==> src/design/spsq_pkg.sv <==
// ----------------------------------------------------------------------------
// Staged power sequencer package
// Shared types, codes, stage tables and beat layouts for the sequencer.
// ----------------------------------------------------------------------------
package spsq_pkg;

	localparam int unsigned ON_STAGES_DEF  = 6;
	localparam int unsigned OFF_STAGES_DEF = 7;

	localparam int unsigned EN_W    = 12;
	localparam int unsigned PG_W    = 11;
	localparam int unsigned DLY_W   = 16;
	localparam int unsigned LONG_W  = 20;
	localparam int unsigned TRY_W   = 8;
	localparam int unsigned STAGE_W = 3;

	localparam int unsigned CFG_IDX_W  = 3;
	localparam int unsigned CFG_DATA_W = 20;
	localparam int unsigned S_TDATA_W  = 16;
	localparam int unsigned S_TUSER_W  = 2;
	localparam int unsigned M_TDATA_W  = 32;

	// Configuration register indexes
	localparam logic [CFG_IDX_W-1:0] REG_CHECK_DELAY    = 3'd0;
	localparam logic [CFG_IDX_W-1:0] REG_CLOCK_STABLE   = 3'd1;
	localparam logic [CFG_IDX_W-1:0] REG_RESET_RELEASE  = 3'd2;
	localparam logic [CFG_IDX_W-1:0] REG_DISCHARGE_WAIT = 3'd3;
	localparam logic [CFG_IDX_W-1:0] REG_DC_DELAY       = 3'd4;
	localparam logic [CFG_IDX_W-1:0] REG_READY_INTERVAL = 3'd5;
	localparam logic [CFG_IDX_W-1:0] REG_READY_RETRIES  = 3'd6;

	localparam logic [DLY_W-1:0]  CHECK_DELAY_RST    = 16'd100;
	localparam logic [DLY_W-1:0]  CLOCK_STABLE_RST   = 16'd10;
	localparam logic [DLY_W-1:0]  RESET_RELEASE_RST  = 16'd25;
	localparam logic [DLY_W-1:0]  DISCHARGE_WAIT_RST = 16'd100;
	localparam logic [LONG_W-1:0] DC_DELAY_RST       = 20'd5000;
	localparam logic [LONG_W-1:0] READY_INTERVAL_RST = 20'd5000;
	localparam logic [TRY_W-1:0]  READY_RETRIES_RST  = 8'd10;

	// Item kinds
	localparam logic [1:0] MODE_TICK = 2'd0;
	localparam logic [1:0] MODE_ON   = 2'd1;
	localparam logic [1:0] MODE_OFF  = 2'd2;

	// Reported status
	localparam logic [2:0] ST_IDLE     = 3'd0;
	localparam logic [2:0] ST_BUSY     = 3'd1;
	localparam logic [2:0] ST_ON_DONE  = 3'd2;
	localparam logic [2:0] ST_ON_FAIL  = 3'd3;
	localparam logic [2:0] ST_OFF_DONE = 3'd4;
	localparam logic [2:0] ST_OFF_FAIL = 3'd5;

	// Stage indexes with special handling
	localparam logic [STAGE_W-1:0] STAGE_ON_CLOCK    = 3'd0;
	localparam logic [STAGE_W-1:0] STAGE_ON_ASIC_HI  = 3'd2;
	localparam logic [STAGE_W-1:0] STAGE_OFF_FIRST   = 3'd0;
	localparam logic [STAGE_W-1:0] STAGE_OFF_ASIC_HI = 3'd3;
	localparam logic [STAGE_W-1:0] STAGE_OFF_0V85    = 3'd4;

	// Flag bit positions
	localparam int unsigned F_CARD  = 0;
	localparam int unsigned F_LED   = 1;
	localparam int unsigned F_DC    = 2;
	localparam int unsigned F_DCDLY = 3;
	localparam int unsigned F_READY = 4;
	localparam int unsigned F_VRMON = 5;
	localparam int unsigned F_MUXP  = 6;
	localparam int unsigned F_MUXD  = 7;

	// Timer run bits
	localparam int unsigned T_RST = 0;
	localparam int unsigned T_DC  = 1;
	localparam int unsigned T_RDY = 2;

	// Reset line bits
	localparam int unsigned RST_SYS = 0;
	localparam int unsigned RST_POR = 1;

	localparam logic [EN_W-1:0] EN_0V85 = 12'h008;

	typedef enum logic [2:0] {
		PH_IDLE,
		PH_ON,
		PH_OFF,
		PH_DISCH,
		PH_ON_DONE,
		PH_ON_FAIL,
		PH_OFF_DONE,
		PH_OFF_FAIL
	} phase_t;

	typedef struct packed {
		logic [1:0]      mode;
		logic [PG_W-1:0] power_good;
		logic            rail_discharged;
		logic            heartbeat_ok;
	} in_beat_t;

	typedef struct packed {
		logic [2:0]      seq_status;
		logic            device_ready;
		logic            dc_on_delayed;
		logic            dc_on;
		logic            vr_monitor_on;
		logic [1:0]      mux_select;
		logic            power_led;
		logic            card_power_ok;
		logic [1:0]      reset_lines;
		logic [EN_W-1:0] rail_enables;
	} result_t;

	function automatic logic [EN_W-1:0] on_set_mask(input logic [STAGE_W-1:0] s);
		logic [EN_W-1:0] m;
		case (s)
			3'd0:    m = 12'h001;
			3'd1:    m = 12'h00E;
			3'd2:    m = 12'h030;
			3'd3:    m = 12'h0C0;
			3'd4:    m = 12'h300;
			3'd5:    m = 12'hC00;
			default: m = '0;
		endcase
		return m;
	endfunction

	function automatic logic on_pass(input logic [STAGE_W-1:0] s, input logic [PG_W-1:0] pg);
		logic ok;
		case (s)
			3'd0:    ok = 1'b1;
			3'd1:    ok = (pg & 11'h007) == 11'h007;
			3'd2:    ok = (pg & 11'h018) == 11'h018;
			3'd3:    ok = (pg & 11'h060) == 11'h060;
			3'd4:    ok = (pg & 11'h180) == 11'h180;
			3'd5:    ok = (pg & 11'h600) == 11'h600;
			default: ok = 1'b0;
		endcase
		return ok;
	endfunction

	function automatic logic [EN_W-1:0] off_clear_mask(input logic [STAGE_W-1:0] s);
		logic [EN_W-1:0] m;
		case (s)
			3'd0:    m = 12'hC00;
			3'd1:    m = 12'h300;
			3'd2:    m = 12'h0C0;
			3'd3:    m = 12'h034;
			3'd4:    m = 12'h008;
			3'd5:    m = 12'h002;
			3'd6:    m = 12'h001;
			default: m = '0;
		endcase
		return m;
	endfunction

	function automatic logic off_pass(input logic [STAGE_W-1:0] s, input logic [PG_W-1:0] pg);
		logic ok;
		case (s)
			3'd0:    ok = (pg & 11'h600) == '0;
			3'd1:    ok = (pg & 11'h180) == '0;
			3'd2:    ok = (pg & 11'h060) == '0;
			3'd3:    ok = (pg & 11'h01A) == '0;
			3'd4:    ok = (pg & 11'h004) == '0;
			3'd5:    ok = (pg & 11'h001) == '0;
			3'd6:    ok = 1'b1;
			default: ok = 1'b0;
		endcase
		return ok;
	endfunction

endpackage

==> src/design/spsq_in_stage.sv <==
// ----------------------------------------------------------------------------
// Sequencer input stage
// Registers one input beat and unpacks it for the sequencer core.
// ----------------------------------------------------------------------------
module spsq_in_stage (
	input  logic                             clk,
	input  logic                             arst_n,
	input  logic                             s_tvalid,
	output logic                             s_tready,
	input  logic [spsq_pkg::S_TDATA_W-1:0]   s_tdata,  // power_good, rail_discharged, heartbeat_ok
	input  logic [spsq_pkg::S_TUSER_W-1:0]   s_tuser,  // mode
	input  logic                             take,
	output logic                             beat_valid,
	output spsq_pkg::in_beat_t               beat
);
	import spsq_pkg::*;

	logic     valid_q;
	in_beat_t beat_s1;
	logic     load;

	assign s_tready   = !valid_q || take;
	assign load       = s_tvalid && s_tready;
	assign beat_valid = valid_q;
	assign beat       = beat_s1;

	always_ff @(posedge clk or negedge arst_n) begin
		if (!arst_n) begin
			valid_q <= 1'b0;
		end else if (load) begin
			valid_q <= 1'b1;
		end else if (take) begin
			valid_q <= 1'b0;
		end
	end

	always_ff @(posedge clk) begin
		if (load) begin
			beat_s1.mode            <= s_tuser[1:0];
			beat_s1.power_good      <= s_tdata[PG_W-1:0];
			beat_s1.rail_discharged <= s_tdata[PG_W];
			beat_s1.heartbeat_ok    <= s_tdata[PG_W+1];
		end
	end

endmodule

==> src/design/spsq_core.sv <==
// ----------------------------------------------------------------------------
// Sequencer core
// Holds configuration and sequencer state; updates the state once per beat and the configuration on each write.
// ----------------------------------------------------------------------------
module spsq_core #(
	parameter int unsigned ON_STAGES  = spsq_pkg::ON_STAGES_DEF,
	parameter int unsigned OFF_STAGES = spsq_pkg::OFF_STAGES_DEF
) (
	input  logic                              clk,
	input  logic                              arst_n,
	input  logic                              cfg_we,
	input  logic [spsq_pkg::CFG_IDX_W-1:0]    cfg_index,
	input  logic [spsq_pkg::CFG_DATA_W-1:0]   cfg_data,
	input  logic                              step,
	input  spsq_pkg::in_beat_t                beat,
	output spsq_pkg::result_t                 res
);
	import spsq_pkg::*;

	// Configuration
	logic [DLY_W-1:0]  check_delay_q, clock_stable_q, reset_release_q, discharge_wait_q;
	logic [LONG_W-1:0] dc_delay_q, ready_interval_q;
	logic [TRY_W-1:0]  ready_retries_q;

	// Sequencer state
	phase_t             phase_q, phase_d;
	logic [STAGE_W-1:0] stage_q, stage_d;
	logic [DLY_W-1:0]   wait_q, wait_d;
	logic [EN_W-1:0]    en_q, en_d;
	logic [1:0]         rst_q, rst_d;
	logic [DLY_W-1:0]   rtmr_q, rtmr_d;
	logic [LONG_W-1:0]  dtmr_q, dtmr_d;
	logic [LONG_W-1:0]  ytmr_q, ytmr_d;
	logic [TRY_W-1:0]   tries_q, tries_d;
	logic [7:0]         flags_q, flags_d;
	logic [2:0]         ton_q, ton_d;

	logic               busy;
	logic               enter_on, enter_off;
	logic [STAGE_W-1:0] enter_stage;
	logic [STAGE_W:0]   next_stage;
	logic [2:0]         status;

	assign busy = (phase_q == PH_ON) || (phase_q == PH_OFF) || (phase_q == PH_DISCH);
	assign next_stage = {1'b0, stage_q} + 4'd1;

	always_ff @(posedge clk or negedge arst_n) begin
		if (!arst_n) begin
			check_delay_q    <= CHECK_DELAY_RST;
			clock_stable_q   <= CLOCK_STABLE_RST;
			reset_release_q  <= RESET_RELEASE_RST;
			discharge_wait_q <= DISCHARGE_WAIT_RST;
			dc_delay_q       <= DC_DELAY_RST;
			ready_interval_q <= READY_INTERVAL_RST;
			ready_retries_q  <= READY_RETRIES_RST;
		end else if (cfg_we) begin
			case (cfg_index)
				REG_CHECK_DELAY:    check_delay_q    <= cfg_data[DLY_W-1:0];
				REG_CLOCK_STABLE:   clock_stable_q   <= cfg_data[DLY_W-1:0];
				REG_RESET_RELEASE:  reset_release_q  <= cfg_data[DLY_W-1:0];
				REG_DISCHARGE_WAIT: discharge_wait_q <= cfg_data[DLY_W-1:0];
				REG_DC_DELAY:       dc_delay_q       <= cfg_data[LONG_W-1:0];
				REG_READY_INTERVAL: ready_interval_q <= cfg_data[LONG_W-1:0];
				REG_READY_RETRIES:  ready_retries_q  <= cfg_data[TRY_W-1:0];
				default: ;
			endcase
		end
	end

	// Next state for one beat
	always_comb begin
		phase_d     = phase_q;
		stage_d     = stage_q;
		wait_d      = wait_q;
		en_d        = en_q;
		rst_d       = rst_q;
		rtmr_d      = rtmr_q;
		dtmr_d      = dtmr_q;
		ytmr_d      = ytmr_q;
		tries_d     = tries_q;
		flags_d     = flags_q;
		ton_d       = ton_q;
		enter_on    = 1'b0;
		enter_off   = 1'b0;
		enter_stage = stage_q;

		case (beat.mode)
			MODE_TICK: begin
				if (ton_q[T_RST]) begin
					if (rtmr_q > 16'd1) begin
						rtmr_d = rtmr_q - 16'd1;
					end else begin
						rtmr_d         = '0;
						rst_d[RST_POR] = 1'b1;
						ton_d[T_RST]   = 1'b0;
					end
				end
				if (ton_q[T_DC]) begin
					if (dtmr_q > 20'd1) begin
						dtmr_d = dtmr_q - 20'd1;
					end else begin
						dtmr_d           = '0;
						flags_d[F_DCDLY] = flags_q[F_DC];
						ton_d[T_DC]      = 1'b0;
					end
				end
				if (ton_q[T_RDY]) begin
					if (ytmr_q > 20'd1) begin
						ytmr_d = ytmr_q - 20'd1;
					end else begin
						ytmr_d = '0;
						if (beat.heartbeat_ok) begin
							flags_d[F_READY] = 1'b1;
							flags_d[F_MUXP]  = 1'b1;
							flags_d[F_VRMON] = 1'b1;
							ton_d[T_RDY]     = 1'b0;
						end else begin
							tries_d = tries_q - 8'd1;
							if (tries_d == '0) begin
								ton_d[T_RDY] = 1'b0;
							end else begin
								ytmr_d = ready_interval_q;
							end
						end
					end
				end

				case (phase_q)
					PH_DISCH: begin
						if (wait_q > 16'd1) begin
							wait_d = wait_q - 16'd1;
						end else begin
							en_d    = en_q & ~EN_0V85;
							wait_d  = check_delay_q;
							phase_d = PH_OFF;
						end
					end
					PH_ON: begin
						if (wait_q > 16'd1) begin
							wait_d = wait_q - 16'd1;
						end else begin
							wait_d = '0;
							if (!on_pass(stage_q, beat.power_good)) begin
								phase_d = PH_ON_FAIL;
							end else if (next_stage >= 4'(ON_STAGES)) begin
								flags_d[F_CARD] = 1'b1;
								flags_d[F_LED]  = 1'b1;
								flags_d[F_DC]   = 1'b1;
								dtmr_d          = dc_delay_q;
								ton_d[T_DC]     = 1'b1;
								tries_d         = ready_retries_q;
								if (ready_retries_q != '0) begin
									ytmr_d       = ready_interval_q;
									ton_d[T_RDY] = 1'b1;
								end
								phase_d = PH_ON_DONE;
							end else begin
								stage_d     = next_stage[STAGE_W-1:0];
								enter_on    = 1'b1;
								enter_stage = next_stage[STAGE_W-1:0];
							end
						end
					end
					PH_OFF: begin
						if (wait_q > 16'd1) begin
							wait_d = wait_q - 16'd1;
						end else begin
							wait_d = '0;
							if (!off_pass(stage_q, beat.power_good)) begin
								phase_d = PH_OFF_FAIL;
							end else if (next_stage >= 4'(OFF_STAGES)) begin
								phase_d = PH_OFF_DONE;
							end else begin
								stage_d     = next_stage[STAGE_W-1:0];
								enter_off   = 1'b1;
								enter_stage = next_stage[STAGE_W-1:0];
							end
						end
					end
					default: ;
				endcase
			end
			MODE_ON: begin
				if (!busy && !flags_q[F_DC]) begin
					flags_d[F_MUXP]  = 1'b0;
					flags_d[F_MUXD]  = 1'b0;
					flags_d[F_VRMON] = 1'b0;
					phase_d          = PH_ON;
					stage_d          = STAGE_ON_CLOCK;
					enter_on         = 1'b1;
					enter_stage      = STAGE_ON_CLOCK;
				end
			end
			MODE_OFF: begin
				if (!busy && flags_q[F_DC]) begin
					flags_d[F_CARD]  = 1'b0;
					flags_d[F_LED]   = 1'b0;
					flags_d[F_DC]    = 1'b0;
					flags_d[F_DCDLY] = 1'b0;
					flags_d[F_READY] = 1'b0;
					ton_d[T_DC]      = 1'b0;
					ton_d[T_RDY]     = 1'b0;
					dtmr_d           = '0;
					ytmr_d           = '0;
					phase_d          = PH_OFF;
					stage_d          = STAGE_OFF_FIRST;
					enter_off        = 1'b1;
					enter_stage      = STAGE_OFF_FIRST;
				end
			end
			default: ;
		endcase

		// Stage entry actions
		if (enter_on) begin
			en_d   = en_d | on_set_mask(enter_stage);
			wait_d = (enter_stage == STAGE_ON_CLOCK) ? clock_stable_q : check_delay_q;
			if (enter_stage == STAGE_ON_ASIC_HI) begin
				rtmr_d         = reset_release_q;
				ton_d[T_RST]   = 1'b1;
				rst_d[RST_SYS] = 1'b1;
			end
		end
		if (enter_off) begin
			wait_d = check_delay_q;
			if (enter_stage == STAGE_OFF_0V85 && !beat.rail_discharged) begin
				// hold 0V85 for the discharge wait when 1V8 has not yet bled down
				phase_d = PH_DISCH;
				wait_d  = discharge_wait_q;
			end else begin
				en_d = en_d & ~off_clear_mask(enter_stage);
			end
			if (enter_stage == STAGE_OFF_ASIC_HI) begin
				rst_d = '0;
			end
		end
	end

	// Result for this beat
	always_comb begin
		case (phase_d)
			PH_ON, PH_OFF, PH_DISCH: status = ST_BUSY;
			PH_ON_DONE:              status = ST_ON_DONE;
			PH_ON_FAIL:              status = ST_ON_FAIL;
			PH_OFF_DONE:             status = ST_OFF_DONE;
			PH_OFF_FAIL:             status = ST_OFF_FAIL;
			default:                 status = ST_IDLE;
		endcase
		res.rail_enables  = en_d;
		res.reset_lines   = rst_d;
		res.card_power_ok = flags_d[F_CARD];
		res.power_led     = flags_d[F_LED];
		res.mux_select    = {flags_d[F_MUXD], flags_d[F_MUXP]};
		res.vr_monitor_on = flags_d[F_VRMON];
		res.dc_on         = flags_d[F_DC];
		res.dc_on_delayed = flags_d[F_DCDLY];
		res.device_ready  = flags_d[F_READY];
		res.seq_status    = status;
	end

	always_ff @(posedge clk or negedge arst_n) begin
		if (!arst_n) begin
			phase_q <= PH_IDLE;
			stage_q <= '0;
			wait_q  <= '0;
			en_q    <= '0;
			rst_q   <= '0;
			rtmr_q  <= '0;
			dtmr_q  <= '0;
			ytmr_q  <= '0;
			tries_q <= '0;
			flags_q <= '0;
			ton_q   <= '0;
		end else if (step) begin
			phase_q <= phase_d;
			stage_q <= stage_d;
			wait_q  <= wait_d;
			en_q    <= en_d;
			rst_q   <= rst_d;
			rtmr_q  <= rtmr_d;
			dtmr_q  <= dtmr_d;
			ytmr_q  <= ytmr_d;
			tries_q <= tries_d;
			flags_q <= flags_d;
			ton_q   <= ton_d;
		end
	end

endmodule

==> src/design/spsq_out_stage.sv <==
// ----------------------------------------------------------------------------
// Sequencer output stage
// Holds one result beat until the downstream side takes it.
// ----------------------------------------------------------------------------
module spsq_out_stage (
	input  logic                             clk,
	input  logic                             arst_n,
	input  logic                             load,
	input  spsq_pkg::result_t                res,
	output logic                             free,
	output logic                             m_tvalid,
	input  logic                             m_tready,
	output logic [spsq_pkg::M_TDATA_W-1:0]   m_tdata
);
	import spsq_pkg::*;

	logic    valid_q;
	result_t res_s2;

	assign free     = !valid_q || m_tready;
	assign m_tvalid = valid_q;
	assign m_tdata  = {7'd0, res_s2};

	always_ff @(posedge clk or negedge arst_n) begin
		if (!arst_n) begin
			valid_q <= 1'b0;
		end else if (load) begin
			valid_q <= 1'b1;
		end else if (m_tready) begin
			valid_q <= 1'b0;
		end
	end

	always_ff @(posedge clk) begin
		if (load) begin
			res_s2 <= res;
		end
	end

endmodule

==> src/design/staged_power_sequencer_top.sv <==
// ----------------------------------------------------------------------------
// Staged power sequencer, top level
// Input register, sequencer core and output register on stream ports.
// ----------------------------------------------------------------------------
// Each input beat (a 1 ms tick, a power on request or a power off request)
// yields exactly one result beat with the full output picture. A beat moves
// from the input register through the sequencer core into the output
// register, so the block sustains one beat per clock while the output
// register is free; the only limit is the output register, which stalls
// the input side when the result side stalls. Configuration writes take
// effect on the next clock and should be made while idle.
module staged_power_sequencer_top #(
	parameter int unsigned ON_STAGES  = spsq_pkg::ON_STAGES_DEF,
	parameter int unsigned OFF_STAGES = spsq_pkg::OFF_STAGES_DEF
) (
	input  logic                              clk,
	input  logic                              arst_n,
	input  logic                              s_tvalid,
	output logic                              s_tready,
	// [10:0] power_good, [11] rail_discharged, [12] heartbeat_ok
	input  logic [spsq_pkg::S_TDATA_W-1:0]    s_tdata,
	// [1:0] mode
	input  logic [spsq_pkg::S_TUSER_W-1:0]    s_tuser,
	output logic                              m_tvalid,
	input  logic                              m_tready,
	// [11:0] rail_enables, [13:12] reset_lines, [14] card_power_ok, [15] power_led,
	// [17:16] mux_select, [18] vr_monitor_on, [19] dc_on, [20] dc_on_delayed,
	// [21] device_ready, [24:22] seq_status
	output logic [spsq_pkg::M_TDATA_W-1:0]    m_tdata,
	input  logic                              cfg_we,
	input  logic [spsq_pkg::CFG_IDX_W-1:0]    cfg_index,
	input  logic [spsq_pkg::CFG_DATA_W-1:0]   cfg_data
);
	import spsq_pkg::*;

	logic     beat_valid;
	in_beat_t beat;
	result_t  res;
	logic     out_free;
	logic     advance;

	// advance a beat only when the output register can take its result
	assign advance = beat_valid && out_free;

	spsq_in_stage u_in (
		.clk        (clk),
		.arst_n     (arst_n),
		.s_tvalid   (s_tvalid),
		.s_tready   (s_tready),
		.s_tdata    (s_tdata),
		.s_tuser    (s_tuser),
		.take       (advance),
		.beat_valid (beat_valid),
		.beat       (beat)
	);

	spsq_core #(
		.ON_STAGES  (ON_STAGES),
		.OFF_STAGES (OFF_STAGES)
	) u_core (
		.clk       (clk),
		.arst_n    (arst_n),
		.cfg_we    (cfg_we),
		.cfg_index (cfg_index),
		.cfg_data  (cfg_data),
		.step      (advance),
		.beat      (beat),
		.res       (res)
	);

	spsq_out_stage u_out (
		.clk      (clk),
		.arst_n   (arst_n),
		.load     (advance),
		.res      (res),
		.free     (out_free),
		.m_tvalid (m_tvalid),
		.m_tready (m_tready),
		.m_tdata  (m_tdata)
	);

endmodule

==> config.mk <==
export PLATFORM = sky130hd
export DESIGN_NAME = staged_power_sequencer_top
export DESIGN_NICKNAME = d
export VERILOG_FILES = /design/src/design/spsq_pkg.sv /design/src/design/spsq_in_stage.sv /design/src/design/spsq_core.sv /design/src/design/spsq_out_stage.sv /design/src/design/staged_power_sequencer_top.sv
export SDC_FILE = /design/constraint.sdc
export NUM_CORES = 1
export LEC_CHECK = 0
export BUFFER_PORTS_ARGS = -buffer_cell sky130_fd_sc_hd__buf_4
export CORE_ASPECT_RATIO = 1.75
export CORE_MARGIN = 2
export CORE_UTILIZATION = 51
export CTS_CLUSTER_DIAMETER = 200
export DETAILED_ROUTE_END_ITERATION = 10
export PLACE_DENSITY = 0.69
export SYNTH_ARGS = -nofsm -noshare
export SYNTH_HDL_FRONTEND = slang
export SYNTH_HIERARCHICAL = 1
export SYNTH_SLANG_ARGS = --single-unit
==> constraint.sdc <==
create_clock -name clk -period 4.42 [get_ports clk]
set_clock_uncertainty 0.15 [all_clocks]
set_input_delay 0.884 -clock clk [delete_from_list [all_inputs] [get_ports clk]]
set_output_delay 0.884 -clock clk [all_outputs]
set_load 0.005 [all_outputs]
==> flow_metrics.py <==
metrics = {
    "cts": {
        "cts_resized": 0,
        "post_cts_buffers": 0,
        "clockBufferDepth": 3,
        "path_clk_slew_ns": 0.06,
        "cts_tree": "built",
        "cts_buffers": 26,
        "clk_latency_ns": 0.55,
        "hold_buffers": 0,
        "cts_sinks": 265,
        "h-tree-depth": 1,
        "cts_root_buf": "clkbuf_16",
    },
    "synth": {
        "ys.flop_type": "dfrtp_1",
        "synth_cell_types": 78,
        "netlist_area_mm2": 0.0142,
        "ys_seq_area_share_pct": 48.3,
        "synth_compound_area_share_pct": 16.8,
        "synthAdderAreaFrac_pct": 1.67,
        "ys_ff_latch": 265,
        "yosysTopAreaCell": "dfrtp_1",
        "yosysWarningCount": 6,
        "synth_top_family_by_area": "compound AO/OA/AOI/OAI gates",
        "synthCells": 1460,
        "synth_edf_count": 40,
        "synth_area_leaders": "dfrtp_1, mux2_2, edfxtp_1",
        "synth_top_area_share_pct": 35.6,
        "synthSimpleGateAreaFrac_pct": 16.7,
        "synthXorXnorAreaFrac_pct": 1.73,
        "synthArstFlopShare_pct": 84.9,
        "synthMuxAreaShare_pct": 11.2,
        "synth.avg_cell_area_um2": 9.73,
    },
    "placed_design": {
        "dpl-instance-area_mm2": 0.0153,
        "gp_congestion": 0.942,
        "dp_hpwl_um": 26000,
        "io_buffers": 69,
        "place_inst": 1858,
    },
    "grt": {
        "gr-total-overflow": 0,
        "grt_pass1_wl_um": 61400,
        "grt_antenna_before_repair": 0,
        "grt_pass1_vias": 12100,
        "grt_max_degree": 110,
        "grt_util_all_layers_pct": 26.6,
    },
    "power_and_ir_drop": {
        "leakagePower_nw": 6.75,
        "power.density_mw_per_mm2": 484,
        "peakVddDrop_uv": 387,
    },
    "routing": {
        "wl_per_cell_um": 20.0,
        "drcViolationCount": 0,
        "drt_first_iter_violations": 897,
        "viasPerCell": 6.13,
        "vias": 11700,
        "ant_nets": 0,
        "wl_um": 38100,
        "dr.pass1.iters": 6,
    },
    "timing": {
        "fin_crit_ns": 3.93,
        "tns_ns": 0,
        "clock.fmax_mhz": 255,
        "rsz0062_at_grt": "no",
        "post-route-period-util_pct": 88.8,
        "hold_violations": 0,
        "tightest_slew_ns": 1.07,
        "whs_ns": 0.165,
        "drv_slew": 0,
        "relSlewSlack_pct": 28.7,
        "setup_viol": 0,
    },
    "finish": {
        "multi_input_area_mm2": 0.00693,
        "final_area_mm2": 0.0163,
        "utilization_pct": 59.6,
        "mostFrequentLayoutCell": "dfrtp_1",
        "antenna_cells": 0,
        "fillers": 2386,
        "layout_common_cells": "dfrtp_1, nand2_1, o21ai_0",
        "syn_to_final_growth_pct": 14.7,
        "layout.nets": 1582,
        "drive_above_1_share_pct": 22.4,
        "seq_area_mm2": 0.00686,
        "fin_cells": 1906,
    },
    "critical_path": {
        "crit_fanout": 16,
        "r2r-end": "u_core/wait_q[1]",
        "crit_arrival_ns": 4.23,
        "rr_worst_depth": 14,
        "criticalPathCategory": "reg2reg",
        "cp-start-kind": "flip-flop",
        "r2r-start": "u_core/stage_q[0]",
        "r2r_slack_ns": 0.49,
        "worstPathRequired_ns": 4.73,
        "end_kind": "flip-flop",
    },
    "hold_path": {
        "hp-class": "in2async",
    },
    "floorplanning": {
        "dieArea_mm2": 0.0293,
        "core-area_mm2": 0.0273,
        "boundaryPins": 80,
        "die-width_um": 130,
        "rows": 80,
        "start_util_pct": 52.0,
        "die_y_um": 225,
    },
    "outcome": {
        "status": "completed",
    },
    "run": {
        "maxCapViolCount": 0,
    },
}
critical path, cell delays in order, from the launching register on:
cell,delay (ns)
dfrtp_1,0.50
ha_1,0.26
ha_1,0.23
nor4b_1,0.15
a2111oi_0,0.36
buf_4,0.20
nand2_1,0.08
buf_4,0.18
nand4_1,0.14
nand2_1,0.12
a21oi_1,0.43
buf_4,0.35
nand4_1,0.12
a32o_1,0.30
a221oi_2,0.26
power by group:
part	switching [mW]	internal (mW)	leakage, nW
clock	0.977	1.72	0.496
sequential	0.403	2.97	3.12
combinational	1.04	0.786	3.13
registers in the layout (all words and copies together), names as in the netlist, 12 cells and up:
signal                   count
u_core/check_delay_q        16
u_core/clock_stable_q       16
u_core/dc_delay_q           20
u_core/discharge_wait_q     16
u_core/dtmr_q               20
u_core/en_q                 12
u_core/ready_interval_q     20
u_core/reset_release_q      16
u_core/rtmr_q               16
u_core/wait_q               16
u_core/ytmr_q               20
u_in/beat                   15
u_out/m_tdata               25
cell families (layout without fill, tap and decap cells):
family / Yosys count / after routing
xor gates and xnor gates: 28 / 28
and+or+nand+nor: 485 / 485
muxes: 143 / 143
other: 1 / 7
buffers and inverters: 121 / 192
AOI/OAI and AO/OA: 398 / 398
DFF: 265 / 265
adders and majority gates: 19 / 19
cells in the mapped netlist, drive strengths merged, types with 5 or more instances:
cell type / count
a22oi: 7
or4: 10
o21bai: 5
mux2i: 14
o2bb2ai: 12
nand2b: 13
mux2: 129
or2: 6
nor2: 136
and3: 13
nor4: 27
edfxtp: 40
o22ai: 13
or3: 13
xor2: 12
clkbuf: 83
nor2b: 11
a211oi: 6
nand2: 147
buf: 13
nand4: 9
inv: 24
a21o: 5
dfstp: 23
dfrtp: 202
a31oi: 51
xnor2: 16
a21boi: 6
nor3b: 6
a21oi: 103
o31ai: 10
ha: 19
nor3: 35
nand3: 36
o21ai: 139
and2: 10
how the worst max path moves through the flow:
stage,startpoint,end,slack [ns],depth (start not counted)
after global routing,u_core/stage_q[0],u_core/en_q[2],0.32,13
after global placement,u_core/stage_q[0],u_core/wait_q[14],0.60,13
final,u_core/stage_q[0],u_core/wait_q[1],0.49,14
after floorplan,u_core/stage_q[0],u_core/wait_q[12],0.64,13
after CTS,u_core/stage_q[0],u_core/wait_q[10],0.55,13
after detailed placement,u_core/stage_q[0],u_core/wait_q[14],0.57,13
through the flow:
stage	setup slack, ns	total power, mW
after CTS	0.553	7.91
final	0.494	7.89
after global routing	0.323	8.25
after floorplan	0.638	4.51
after global placement	0.604	5.14
after detailed placement	0.572	5.20
cell type report:
class                      instances  share of cell area, %
tap                              369                   2.83
inverter                          25                  0.576
clock inverter                    14                   1.97
clock buffer                      34                   4.37
sequential                       265                   42.1
multi-input combinational       1080                   42.5
timing repair buffer             119                   5.61
layer usage:
metal / GRT usage [%] / part of all wire [%] / vias up
met5: 0 / 0 / -
met2: 48.5 / 53 / 391
met1: 30.0 / 38 / 5739
met3: 2.93 / 4.4 / 135
met4: 13.7 / 4.9 / 0
li1: - / - / 5423
No activity file was read; power rests on OpenSTA's default activity.
